### src/tsis_pkg.sv
package tsis_pkg;

	localparam int RULE_ENTRIES = 64;
	localparam int TIME_SLOTS   = 24;
	localparam int MAX_STEPS    = 8;
	localparam int NUM_COLORS   = 3;
	localparam int DUR_ENTRIES  = TIME_SLOTS * NUM_COLORS;

	localparam int RULE_AW = $clog2(RULE_ENTRIES);
	localparam int DUR_AW  = (DUR_ENTRIES > 1) ? $clog2(DUR_ENTRIES) : 1;
	localparam int STEP_W  = $clog2(MAX_STEPS);
	localparam int SLOT_W  = 5;
	localparam int DUR_W   = 10;
	localparam int IVL_W   = 8;

	localparam logic [IVL_W-1:0] STEP_INTERVAL_RESET = IVL_W'(5);

	localparam logic [1:0] OP_WR_RULE = 2'd0;
	localparam logic [1:0] OP_WR_DUR  = 2'd1;
	localparam logic [1:0] OP_REGULATE = 2'd2;

	localparam logic [1:0] C_FLASH  = 2'd0;
	localparam logic [1:0] C_GREEN  = 2'd1;
	localparam logic [1:0] C_YELLOW = 2'd2;
	localparam logic [1:0] C_RED    = 2'd3;

	localparam logic [1:0] SC_FLASH   = 2'd0;
	localparam logic [1:0] SC_MAIN    = 2'd1;
	localparam logic [1:0] SC_SIDE    = 2'd2;
	localparam logic [1:0] SC_ALL_RED = 2'd3;

	localparam logic [1:0] ORD_NONE    = 2'd0;
	localparam logic [1:0] ORD_MAIN    = 2'd1;
	localparam logic [1:0] ORD_SIDE    = 2'd2;
	localparam logic [1:0] ORD_ALL_RED = 2'd3;

	localparam logic [1:0] SEL_GREEN  = 2'd0;
	localparam logic [1:0] SEL_YELLOW = 2'd1;
	localparam logic [1:0] SEL_RED    = 2'd2;

	typedef struct packed {
		logic [1:0]        op;
		logic [1:0]        flow_primary;
		logic [1:0]        flow_secondary;
		logic [1:0]        state_code;
		logic [1:0]        rule_order;
		logic [SLOT_W-1:0] time_slot;
		logic [1:0]        color_select;
		logic [DUR_W-1:0]  duration_value;
	} in_word_t;

	typedef struct packed {
		logic [1:0]       head_primary;
		logic [1:0]       head_secondary;
		logic [DUR_W-1:0] phase_time;
		logic             last;
		logic [1:0]       order_taken;
		logic             not_reached;
	} out_word_t;

	typedef enum logic [2:0] {
		ST_IDLE,
		ST_RULE,
		ST_STEP,
		ST_DUR
	} state_t;

	function automatic logic [1:0] state_code_of(input logic [1:0] a, input logic [1:0] b);
		logic [1:0] sc;
		sc = SC_FLASH;
		if (a == C_GREEN && b == C_RED) sc = SC_MAIN;
		if (a == C_RED && b == C_GREEN) sc = SC_SIDE;
		if (a == C_RED && b == C_RED)   sc = SC_ALL_RED;
		return sc;
	endfunction

	function automatic logic [1:0] color_sel_of(input logic [1:0] head);
		logic [1:0] c;
		case (head)
			C_GREEN:  c = SEL_GREEN;
			C_YELLOW: c = SEL_YELLOW;
			default:  c = SEL_RED;
		endcase
		return c;
	endfunction

	function automatic logic slot_ok(input logic [SLOT_W-1:0] slot);
		return {1'b0, slot} < (SLOT_W+1)'(TIME_SLOTS);
	endfunction

	function automatic logic [DUR_AW-1:0] dur_addr(input logic [SLOT_W-1:0] slot,
		input logic [1:0] c);
		return DUR_AW'(int'(slot) * NUM_COLORS + int'(c));
	endfunction

endpackage

### src/tsis_ram.sv
module tsis_ram #(
	parameter int WIDTH = 8,
	parameter int DEPTH = 64,
	parameter int AW    = (DEPTH > 1) ? $clog2(DEPTH) : 1
) (
	input  logic             clk,
	input  logic             we,
	input  logic [AW-1:0]    waddr,
	input  logic [WIDTH-1:0] wdata,
	input  logic             re,
	input  logic [AW-1:0]    raddr,
	output logic [WIDTH-1:0] rdata
);

	logic [WIDTH-1:0] mem [DEPTH];

	always_ff @(posedge clk) begin
		if (we) begin
			mem[waddr] <= wdata;
		end
		if (re) begin
			rdata <= mem[raddr];
		end
	end

endmodule

### src/two_signal_intersection_sequencer_core.sv
// Two-head intersection sequencer. Rule writes and duration writes leave the
// input open. A regulate word reads the rule memory, then steps the pair of
// heads once per cycle while out_stall does not hold the output register, with
// one result word per step, and finally reads the duration memory for the last
// result. The single output register paces the steps. Rule and duration
// entries that were never written read as zero through per-entry valid flops
// cleared by reset, so no clearing pass is needed. cfg_data sets the time
// given on intermediate steps and may be written whenever the block is idle.
module two_signal_intersection_sequencer_core import tsis_pkg::*; (
	input  logic             clk,
	input  logic             arst_n,
	input  logic             cfg_valid,
	output logic             cfg_ready,
	input  logic [IVL_W-1:0] cfg_data,
	input  logic             in_valid,
	output logic             in_stall,
	input  in_word_t         in_data,
	output logic             out_valid,
	input  logic             out_stall,
	output out_word_t        out_data
);

	state_t state_q, state_d;

	logic [IVL_W-1:0]  step_ivl_q;
	logic [1:0]        head_p_q, head_s_q, head_pb_q, head_sb_q;
	logic [STEP_W-1:0] n_q;
	logic [1:0]        order_q, tgt_p_q, tgt_s_q;
	logic [SLOT_W-1:0] slot_q;
	logic              reached_q;
	logic              rule_hit_s1, dur_hit_s1;
	logic              out_valid_q;
	out_word_t         out_q;

	logic [RULE_ENTRIES-1:0] rule_vld_q;
	logic [DUR_ENTRIES-1:0]  dur_vld_q;

	logic              accept, out_free;
	logic              rule_we, rule_re, dur_we, dur_re;
	logic [RULE_AW-1:0] rule_waddr, rule_raddr;
	logic [DUR_AW-1:0]  dur_waddr, dur_raddr;
	logic [1:0]        rule_rdata;
	logic [DUR_W-1:0]  dur_rdata;

	logic [1:0]        order_rd, na, nb;
	logic              reached, fin;
	logic              do_step, load_rule, load_mid, load_last;

	assign cfg_ready = 1'b1;
	assign in_stall  = (state_q != ST_IDLE);
	assign accept    = in_valid && !in_stall;
	assign out_free  = !out_valid_q || !out_stall;
	assign out_valid = out_valid_q;
	assign out_data  = out_q;

	assign rule_waddr = {in_data.flow_primary, in_data.flow_secondary, in_data.state_code};
	assign rule_raddr = {in_data.flow_primary, in_data.flow_secondary,
		state_code_of(head_p_q, head_s_q)};
	assign rule_we = accept && in_data.op == OP_WR_RULE;
	assign rule_re = accept && in_data.op == OP_REGULATE;

	assign dur_waddr = dur_addr(in_data.time_slot, in_data.color_select);
	assign dur_we = accept && in_data.op == OP_WR_DUR && slot_ok(in_data.time_slot)
		&& in_data.color_select != 2'd3;

	assign order_rd = rule_hit_s1 ? rule_rdata : ORD_NONE;

	// successor colors from the current and previous heads
	always_comb begin
		if (head_p_q == C_FLASH && head_s_q == C_FLASH) begin
			na = C_RED;
			nb = C_RED;
		end else begin
			if (head_p_q == C_RED) begin
				na = (head_pb_q == C_YELLOW || head_s_q == C_GREEN || head_s_q == C_YELLOW)
					? C_RED : C_GREEN;
			end else begin
				na = head_p_q + 2'd1;
			end
			if (head_s_q == C_RED) begin
				nb = (head_sb_q == C_YELLOW || head_p_q == C_GREEN || head_p_q == C_YELLOW
					|| head_pb_q == C_FLASH) ? C_RED : C_GREEN;
			end else begin
				nb = head_s_q + 2'd1;
			end
		end
	end

	assign reached = (order_q == ORD_NONE) || (na == tgt_p_q && nb == tgt_s_q);
	assign fin     = reached || (n_q == STEP_W'(MAX_STEPS - 1));
	assign dur_raddr = dur_addr(slot_q, color_sel_of(na));

	always_comb begin
		state_d   = state_q;
		load_rule = 1'b0;
		do_step   = 1'b0;
		load_mid  = 1'b0;
		load_last = 1'b0;
		dur_re    = 1'b0;
		case (state_q)
			ST_IDLE: begin
				if (rule_re) state_d = ST_RULE;
			end
			ST_RULE: begin
				load_rule = 1'b1;
				state_d   = ST_STEP;
			end
			ST_STEP: begin
				if (out_free) begin
					do_step = 1'b1;
					if (fin) begin
						dur_re  = 1'b1;
						state_d = ST_DUR;
					end else begin
						load_mid = 1'b1;
					end
				end
			end
			ST_DUR: begin
				if (out_free) begin
					load_last = 1'b1;
					state_d   = ST_IDLE;
				end
			end
			default: state_d = ST_IDLE;
		endcase
	end

	always_ff @(posedge clk or negedge arst_n) begin
		if (!arst_n) begin
			state_q     <= ST_IDLE;
			step_ivl_q  <= STEP_INTERVAL_RESET;
			head_p_q    <= C_FLASH;
			head_s_q    <= C_FLASH;
			head_pb_q   <= C_FLASH;
			head_sb_q   <= C_FLASH;
			n_q         <= '0;
			out_valid_q <= 1'b0;
			rule_vld_q  <= '0;
			dur_vld_q   <= '0;
		end else begin
			state_q <= state_d;
			if (cfg_valid && cfg_ready) step_ivl_q <= cfg_data;
			if (rule_we) rule_vld_q[rule_waddr] <= 1'b1;
			if (dur_we) dur_vld_q[dur_waddr] <= 1'b1;
			if (load_rule) n_q <= '0;
			if (do_step) begin
				head_pb_q <= head_p_q;
				head_sb_q <= head_s_q;
				head_p_q  <= na;
				head_s_q  <= nb;
				if (!fin) n_q <= n_q + STEP_W'(1);
			end
			if (load_mid || load_last) begin
				out_valid_q <= 1'b1;
			end else if (!out_stall) begin
				out_valid_q <= 1'b0;
			end
		end
	end

	always_ff @(posedge clk) begin
		if (rule_re) begin
			rule_hit_s1 <= rule_vld_q[rule_raddr];
			slot_q      <= in_data.time_slot;
		end
		if (load_rule) begin
			order_q <= order_rd;
			case (order_rd)
				ORD_MAIN: begin
					tgt_p_q <= C_GREEN;
					tgt_s_q <= C_RED;
				end
				ORD_SIDE: begin
					tgt_p_q <= C_RED;
					tgt_s_q <= C_GREEN;
				end
				ORD_ALL_RED: begin
					tgt_p_q <= C_RED;
					tgt_s_q <= C_RED;
				end
				default: begin
					tgt_p_q <= C_FLASH;
					tgt_s_q <= C_FLASH;
				end
			endcase
		end
		if (dur_re) begin
			dur_hit_s1 <= slot_ok(slot_q) && dur_vld_q[dur_raddr];
			reached_q  <= reached;
		end
		if (load_mid) begin
			out_q.head_primary   <= na;
			out_q.head_secondary <= nb;
			out_q.phase_time     <= DUR_W'(step_ivl_q);
			out_q.last           <= 1'b0;
			out_q.order_taken    <= order_q;
			out_q.not_reached    <= 1'b0;
		end else if (load_last) begin
			out_q.head_primary   <= head_p_q;
			out_q.head_secondary <= head_s_q;
			out_q.phase_time     <= dur_hit_s1 ? dur_rdata : '0;
			out_q.last           <= 1'b1;
			out_q.order_taken    <= order_q;
			out_q.not_reached    <= !reached_q;
		end
	end

	tsis_ram #(.WIDTH(2), .DEPTH(RULE_ENTRIES), .AW(RULE_AW)) u_rule_ram (
		.clk   (clk),
		.we    (rule_we),
		.waddr (rule_waddr),
		.wdata (in_data.rule_order),
		.re    (rule_re),
		.raddr (rule_raddr),
		.rdata (rule_rdata)
	);

	tsis_ram #(.WIDTH(DUR_W), .DEPTH(DUR_ENTRIES), .AW(DUR_AW)) u_dur_ram (
		.clk   (clk),
		.we    (dur_we),
		.waddr (dur_waddr),
		.wdata (in_data.duration_value),
		.re    (dur_re),
		.raddr (dur_raddr),
		.rdata (dur_rdata)
	);

endmodule

### config.mk
export PLATFORM = sky130hd
export DESIGN_NAME = two_signal_intersection_sequencer_core
export DESIGN_NICKNAME = d
export VERILOG_FILES = /design/src/tsis_pkg.sv /design/src/tsis_ram.sv /design/src/two_signal_intersection_sequencer_core.sv
export SDC_FILE = /design/constraint.sdc
export NUM_CORES = 1
export LEC_CHECK = 0
export ABC_AREA = 1
export BUFFER_PORTS_ARGS = -buffer_cell sky130_fd_sc_hd__buf_2
export CORE_ASPECT_RATIO = 0.5
export CORE_MARGIN = 4
export CORE_UTILIZATION = 51
export DETAILED_ROUTE_END_ITERATION = 6
export PLACE_DENSITY_LB_ADDON = 0.12
export RECOVER_POWER = 100
export SYNTH_ARGS = -nofsm -noshare
export SYNTH_HDL_FRONTEND = slang
export SYNTH_HIERARCHICAL = 1
export SYNTH_SLANG_ARGS = --single-unit
### constraint.sdc
create_clock -name clk -period 10.9 [get_ports clk]
set_clock_uncertainty 0.05 [all_clocks]
set_input_delay 0.545 -clock clk [delete_from_list [all_inputs] [get_ports clk]]
set_output_delay 0.545 -clock clk [all_outputs]
set_load 0.02 [all_outputs]
Yosys cells after proc, flatten, opt, wreduce, memory -nomap -nowiden

Memories as Yosys holds them, arrays and structs flattened. A register that Yosys moved wholly into a read port is not among the register bits.
Cells that the tools add are included.

Input port bits: 40
Logic and storage cells: 156
Bits in registers: 191
Bits in writable memories: 848
Memories kept: 2

Bitwise gates (word level): 2
Multipliers: 2
Reduce and logical (&&, ||, !) cells: 38
$add $sub $neg: 5
Eq/ne operators: 27
Multiplexer cells: 48
Magnitude comparators: 8

Memory list:

| name           | depth | bits a word | rd ports | clocked after Yosys merged registers in | write ports | RTL line       | RTL |
|---|---|---|---|---|---|---|---|
| u_dur_ram.mem  | 72    | 10          | 1        | 1                                       | 1           | tsis_ram.sv:15 | `logic [WIDTH-1:0] mem [DEPTH];` |
| u_rule_ram.mem | 64    | 2           | 1        | 1                                       | 1           | tsis_ram.sv:15 |  |

Operator list:

| operator                                                          | count |
|---|---|
| OR 72 bit                                                         | 1 |
| OR 64 bit                                                         | 1 |
| 2-to-1 mux 18 bit                                                 | 2 |
| 2-to-1 mux 1 bit                                                  | 21 |
| 2-to-1 mux 3 bit                                                  | 7 |
| == test 2 bit, second input constant                              | 10 |
| 2-to-1 mux 2 bit                                                  | 9 |
| less-than comparator 7 x 8 -> 1 bit, second input constant        | 2 |
| adder 7 x 2 -> 7 bit                                              | 2 |
| logical AND 1 bit                                                 | 14 |
| less-than comparator 6 x 7 -> 1 bit, second input constant        | 2 |
| multiplier 5 x 2 -> 7 bit, second input constant                  | 2 |
| one-hot mux 2 bit (2 select lines)                                | 3 |
| one-hot mux 3 bit (4 select lines)                                | 1 |
| == test 2 x 1 -> 1 bit, second input constant                     | 5 |
| zero test 2 bit                                                   | 5 |
| less-than comparator 5 bit, second input constant                 | 2 |
| 2-to-1 mux 10 bit                                                 | 1 |
| != test 2 bit, second input constant                              | 5 |
| logical OR 1 bit                                                  | 9 |
| binary-select mux 1 bit (select 7 bit)                            | 1 |
| demux 1 bit (select 7 bit)                                        | 1 |
| greater-or-equal comparator 7 x 1 -> 1 bit, second input constant | 1 |
| binary-select mux 1 bit (select 6 bit)                            | 1 |
| 15 further kinds                                                  | 22 |

Logic depth before layout (Yosys ltp)

Word-level depth: 16
Gate-level depth with buffers: 22
Depth with buffers taken out: 21

Cells and area by module

The synthesis kept the hierarchy.

Modules (own cells, without submodules):

| module                                 | cells each | seq. area each (µm²) | instances | area an instance (µm²) |
|---|---|---|---|---|
| tsis_ram (u_dur_ram)                   | 2488       | 21921.0              | 1         | 29732.3 |
| two_signal_intersection_sequencer_core | 979        | 4787.1               | 1         | 9054.9 |
| tsis_ram (u_rule_ram)                  | 520        | 3903.7               | 1         | 5634.2 |

Worst setup path before layout

No wires, ideal clock.

Kind: input -> register
From: input port in_data[11] in the netlist's numbering
To: memory u_dur_ram/mem[24][0] in the netlist's numbering (enable)
Library setup time: 0.404 ns
Stages: 9
Path slack: 6.897 ns
Arrival: 3.549 ns
Buffers on the path: 0
Path through: fa_1 ha_1 inv_1 fa_1 o21ai_2 xor2_2 nor2_1 nand3_1 nor4_1

RTL lines:

| element                | RTL line                                     | RTL |
|---|---|---|
| start, declared        | two_signal_intersection_sequencer_core.sv:17 | `input in_word_t in_data,` |
| adder 7 x 2 -> 7 bit   | tsis_pkg.sv:93                               | `return DUR_AW'(int'(slot) * NUM_COLORS + int'(c));` |
| named net dur_waddr[5] | two_signal_intersection_sequencer_core.sv:41 | `logic [DUR_AW-1:0] dur_waddr, dur_raddr;` |
| end, declared          | tsis_ram.sv:15                               |  |

The timed path passes the listed nets, and every way through them passes these cells.

Worst setup path in the final report

From: register head_p_q[0]
To: register dur_hit_s1 (data pin)

Word-level cells in the longest chain between the ends: 9

Ends and longest elaborated chain:

| element                                                        | RTL line                                                                                   | RTL |
|---|---|---|
| start, declared                                                | two_signal_intersection_sequencer_core.sv:26                                               | `logic [1:0] head_p_q, head_s_q, head_pb_q, head_sb_q;` |
| start signal, assigned                                         | two_signal_intersection_sequencer_core.sv:150                                              | `head_p_q <= na;` |
| adder 2 x 1 -> 2 bit, or another cell as far along             | two_signal_intersection_sequencer_core.sv:78                                               | `na = head_p_q + 2'd1;` |
| 2-to-1 mux 2 bit / logical AND 1 bit (equally long branches)   | two_signal_intersection_sequencer_core.sv:74, two_signal_intersection_sequencer_core.sv:70 |  |
| 2-to-1 mux 2 bit *                                             | two_signal_intersection_sequencer_core.sv:70                                               | `if (head_p_q == C_FLASH && head_s_q == C_FLASH) begin` |
| == test 2 bit / == test 2 x 1 -> 1 bit (equally long branches) | tsis_pkg.sv:79                                                                             | `case (head)` |
| one-hot mux 2 bit (2 select lines) *                           | tsis_pkg.sv:79                                                                             |  |
| adder 7 x 2 -> 7 bit *                                         | tsis_pkg.sv:93                                                                             |  |
| named net dur_raddr[2]                                         | two_signal_intersection_sequencer_core.sv:41                                               |  |
| binary-select mux 1 bit (select 7 bit) *                       | two_signal_intersection_sequencer_core.sv:189                                              | `dur_hit_s1 <= slot_ok(slot_q) && dur_vld_q[dur_raddr];` |
| 2-to-1 mux 1 bit (implied by the code) *                       | two_signal_intersection_sequencer_core.sv:189                                              |  |
| logical AND 1 bit *                                            | two_signal_intersection_sequencer_core.sv:189                                              |  |
| end signal, assigned                                           | two_signal_intersection_sequencer_core.sv:189                                              |  |
| end, declared                                                  | two_signal_intersection_sequencer_core.sv:31                                               | `logic rule_hit_s1, dur_hit_s1;` |

Mark *: on every way through the listed nets, which the timed path passes. The rest lies on a longest branch. The select of a mux whose other input is x is not followed.
A chain may end at the register's enable or synchronous reset.

==> results.rst <==
.. list-table::
   :header-rows: 1

   * - Metric
     - Value
   * - Total nets after synthesis
     - 4066
   * - Antenna violations before repair
     - 2
   * - Total global routing track utilization
     - 0.2548
   * - Count of flip-flops with a built-in enable after synthesis
     - 885
   * - Post-synthesis instance total
     - 3987
   * - Crit path kind
     - register to register
   * - CTS tree
     - done
   * - XOR/XNOR share of the synthesized area
     - 0.001324
   * - Post-Route Hold Slack
     - 0.1482 ns
   * - Unrepaired setup endpoints after global routing
     - false
   * - Slack of the worst reg-to-reg path
     - 4.59 ns
   * - Post-CTS repair timing setup buffer count
     - 0
   * - Source-to-sink clock delay at the later pin of the worst-skew pair
     - 0.69 ns
   * - Result of the run
     - complete, but fails checks
   * - Global-route congestion overflow total
     - 0
   * - Total CTS buffers
     - 90
   * - Input/output buffers
     - 59
   * - Element type at the critical path start
     - register
   * - Sum of buffers and inverters on the critical path
     - 3
   * - Post-synthesis sequential element count
     - 1047
   * - Post-synthesis average cell area
     - 11.14 sq um
   * - First DRT Iteration DRCs
     - about 3700
   * - Adder-cell share of the synthesized area
     - 0.01166
   * - Most common cell after layout, fill and taps aside
     - nand2_1
   * - Slew at the pin closest to its max-slew limit
     - approximately 4.3 ns
   * - Capturing point of the worst reg2reg path
     - dur_hit_s1
   * - Number of violations of the max-capacitance limit
     - 20
   * - X dimension of the die
     - 425.4 microns
   * - Pwr per Cell Area
     - between 300 and 400 nW/um^2
   * - Violated checks
     - max-capacitance violations, max-slew violations
   * - Switching fraction of total power
     - 0.4561
   * - Initial Utilization
     - 0.5150
   * - Combinational family with the most area after synthesis
     - simple AND/OR/NAND/NOR gates
   * - Portion of total power attributed to the clock network
     - 0.222
   * - Number of failing hold endpoints at the final stage
     - 0
   * - Static leakage
     - approximately 18 nW
   * - Final-layout fill cell count
     - 7347
   * - Sequential fraction of the synthesis area
     - 0.6891
   * - Synth Area in Compound Gates
     - 0.04825
   * - Dominant cell type by count on the critical path
     - nand2_1
   * - Logic pwr share
     - 0.483
   * - Delay of the slowest cell on the worst path
     - 2.03 ns
   * - Post-detailed-route wirelength per cell
     - about 23 microns
   * - Wire length of the first global-routing pass
     - between 150 and 200 mm
   * - Proportion of layout cells with a drive suffix above 1
     - 0.05509
   * - Cell internal power dissipation
     - 0.008427 W
   * - Peak Freq
     - 0.1585 GHz
   * - Number of placement rows
     - 76
   * - Cell Count Post-Placement
     - 5038
   * - Worst setup path startpoint
     - head_p_q[0]
   * - Buffer cell driving the clock tree root
     - clkbuf_16
   * - Family with the most delay on the worst path
     - adder cells
   * - H-Tree Depth
     - 3
   * - Setup-failing EPs final
     - 0
   * - Detailed Route WL
     - 118.0 mm
   * - Top fanout value on the critical path
     - 42
   * - FFs w/ async S/R, synth
     - 0.1509
   * - Routability cong.
     - 0.8797
   * - Worst setup path endpoint
     - dur_hit_s1
   * - Critical Path Slowest Stage Cell
     - fa_1
   * - Final ANT Viol Nets
     - 0
   * - Count of unique library cells instantiated by Yosys
     - 47
   * - Count of cells along the worst register-to-register path
     - 19
   * - Final Cycle Share
     - 0.5789
   * - Pin count of the biggest net entering global routing
     - 193
   * - Post-synth design cell area
     - 44420 sq um
   * - Flip-flop cell with the highest count after synthesis
     - edfxtp_1
   * - Post-layout net count
     - a little over 4000
   * - Number of buffers on the longest clock path
     - 3
   * - Top library cells by usage in the layout, fill and taps aside
     - nand2_1 (1150), edfxtp_1 (885), nand3_1 (756)
   * - Simple-gate share of the synthesized area
     - 0.2076
   * - Relative contribution of sequential cells to total power
     - 0.296
   * - VDD IR-drop max
     - 0.3486 mV
   * - Number of clock sinks
     - about 1000
   * - Multiplexer fraction of the synthesized cell area
     - 0
   * - Critical-path cell list
     - inv_1 -> ha_1 -> inv_1 -> nor2_1 -> nor2_1 -> nand2_1 -> xor2_1 -> fa_1 -> ha_1 -> fa_1 -> clkinv_1 -> nand3_1 -> nand3_1 -> nand3_1 -> nand2_1 -> nand2_1 -> nand2_1 -> nand2_1 -> nor2_1
   * - Kind of end point of the critical path
     - register
   * - DRC violation count after routing
     - 0
   * - Tightest Hold Check Type
     - primary input to register
   * - WP data arrival
     - 6.69 ns
   * - Worst relative slew slack
     - -1.877
   * - Drt pass-1 iters
     - 6
   * - Top-level I/O count
     - ~60
   * - Post-Route Setup TNS
     - 0 ns
   * - Count of synthesis-stage warnings from yosys
     - 6
   * - Required time of the critical path
     - roughly 11 ns
   * - Non-filler instance count after layout
     - around 5200
   * - Die area
     - 92170 sq um
   * - Synthesis-to-finish area growth
     - 8.751%
   * - Final max-slew violation count
     - 1069
   * - Clock transition at path regs
     - 0.07 ns
   * - Via total after detailed routing
     - 30228
   * - Die Height
     - 216.7 microns
   * - CP Depth
     - 19
   * - Period minus WS final
     - 6.310 ns
   * - Floorplan Core Area
     - 86250 sq um
   * - Post-detail-place hpwl
     - 66.88 mm
   * - Post-Layout Inst Area
     - 48310 sq um
   * - R2R Path Start
     - head_p_q[0]
   * - DR vias/cell
     - a little under 6
   * - Via count of the first global-routing pass
     - approximately 28000
   * - Net load switching power
     - between 0.007 and 0.008 W
   * - Dpl cell area
     - between 40000 and 50000 sq um
power by group through the flow:
stage | Clock [W] | Combinational (W) | Sequential, W
final | 0.00343 | 0.00748 | 0.00458
after global placement | 0 | 0.00738 | 0.00465
after CTS | 0.00349 | 0.00746 | 0.00457
after global routing | 0.00368 | 0.00814 | 0.00459
after detailed placement | 0 | 0.00742 | 0.00465
after floorplan | 0 | 0.00507 | 0.00466
per-stage QoR:
step / utilization / setup slack [ns] / power [W]
detailed placement: 0.5258 / 5.548 / 0.01207
CTS: 0.5630 / 5.514 / 0.01553
floorplan: - / 6.897 / 0.009728
finish: 0.5601 / 4.590 / 0.01549
global route: 0.5601 / 4.132 / 0.01641
global placement: 0.5258 / 5.569 / 0.01204
registers in the layout, indices dropped and copies added (netlist names), 3 cells and up:
register / cells
u_dur_ram/rdata: 10
dur_vld_q: 72
n_q: 3
u_rule_ram/mem: 128
step_ivl_q: 8
u_dur_ram/mem: 720
rule_vld_q: 64
slot_q: 5
out_data: 18
cell type report:
type	count	area, sq um	area share
Tap cell	1170	1464	0.03030
Antenna cell	1	2.502	0.00005180
Clock inverter	58	730.7	0.01513
Sequential cell	1047	30610	0.6337
Multi-Input combinational cell	2563	11900	0.2464
Clock buffer	112	2389	0.04944
Timing Repair Buffer	105	579.3	0.01199
Inverter	163	629.4	0.01303
cells by family after synthesis:
logic type / count (synthesis)
xor gates and xnor gates: 5
adders and majority gates: 39
other: 1
DFF: 1047
buffers and inverters: 377
AOI/OAI and AO/OA: 362
and+or+nand+nor: 2156
cell usage after synthesis (all sizes together), types with 5 or more instances:
| library cell | number | share of area |
|---|---|---|
| nand3 | 756 | 0.085 |
| edfxtp | 885 | 0.60 |
| buf | 167 | 0.024 |
| nor2 | 202 | 0.018 |
| a21oi | 60 | 0.0068 |
| nand2 | 1150 | 0.098 |
| nor4 | 14 | 0.0020 |
| o21bai | 92 | 0.016 |
| o21ai | 179 | 0.021 |
| dfrtp | 156 | 0.088 |
| o22ai | 20 | 0.0028 |
| clkbuf | 47 | 0.0040 |
| ha | 35 | 0.0099 |
| clkinv | 5 | 0.00054 |
| nand4 | 18 | 0.0025 |
| nor3 | 14 | 0.0017 |
| inv | 158 | 0.014 |
tightest hold or removal path, delay by kind of cell:
kind | cells | cell delay, ns
AOI/OAI and AO/OA | 1 | 0.07
and+or+nand+nor | 1 | 0.08
buffers and inverters | 1 | 0.18
routing by layer:
| layer | vias up | GRT usage | routed length (microns) | share of wire |
|---|---|---|---|---|
| met1 | 14953 | 0.3824 | 51990 | 0.44 |
| met2 | 1242 | 0.3903 | 53880 | 0.46 |
| li1 | 13852 | - | - | - |
| met3 | 179 | 0.04220 | 9386 | 0.080 |
| met4 | 2 | 0.06282 | 2696 | 0.023 |
| met5 | - | 0 | 12 | 0.00010 |
worst min-delay path by stage:
stage | start | to | cells after the start
after global placement | dur_vld_q[38] | dur_vld_q[38] | 2
final | cfg_valid | step_ivl_q[2] | 3
after CTS | in_data[14] | slot_q[2] | 1
after floorplan | arst_n | dur_vld_q[0] | 0
after global routing | cfg_valid | step_ivl_q[0] | 3
after detailed placement | dur_vld_q[42] | dur_vld_q[42] | 2
repair_timing:
| action | in CTS | in global routing |
|---|---|---|
| resized for setup | 0 | 0 |
| setup endpoints to repair | 0 | 0 |
| hold endpoints to repair | 86 | 0 |
| hold buffers | 9 | 0 |
Note: power is estimated with default switching activity, not from simulation.
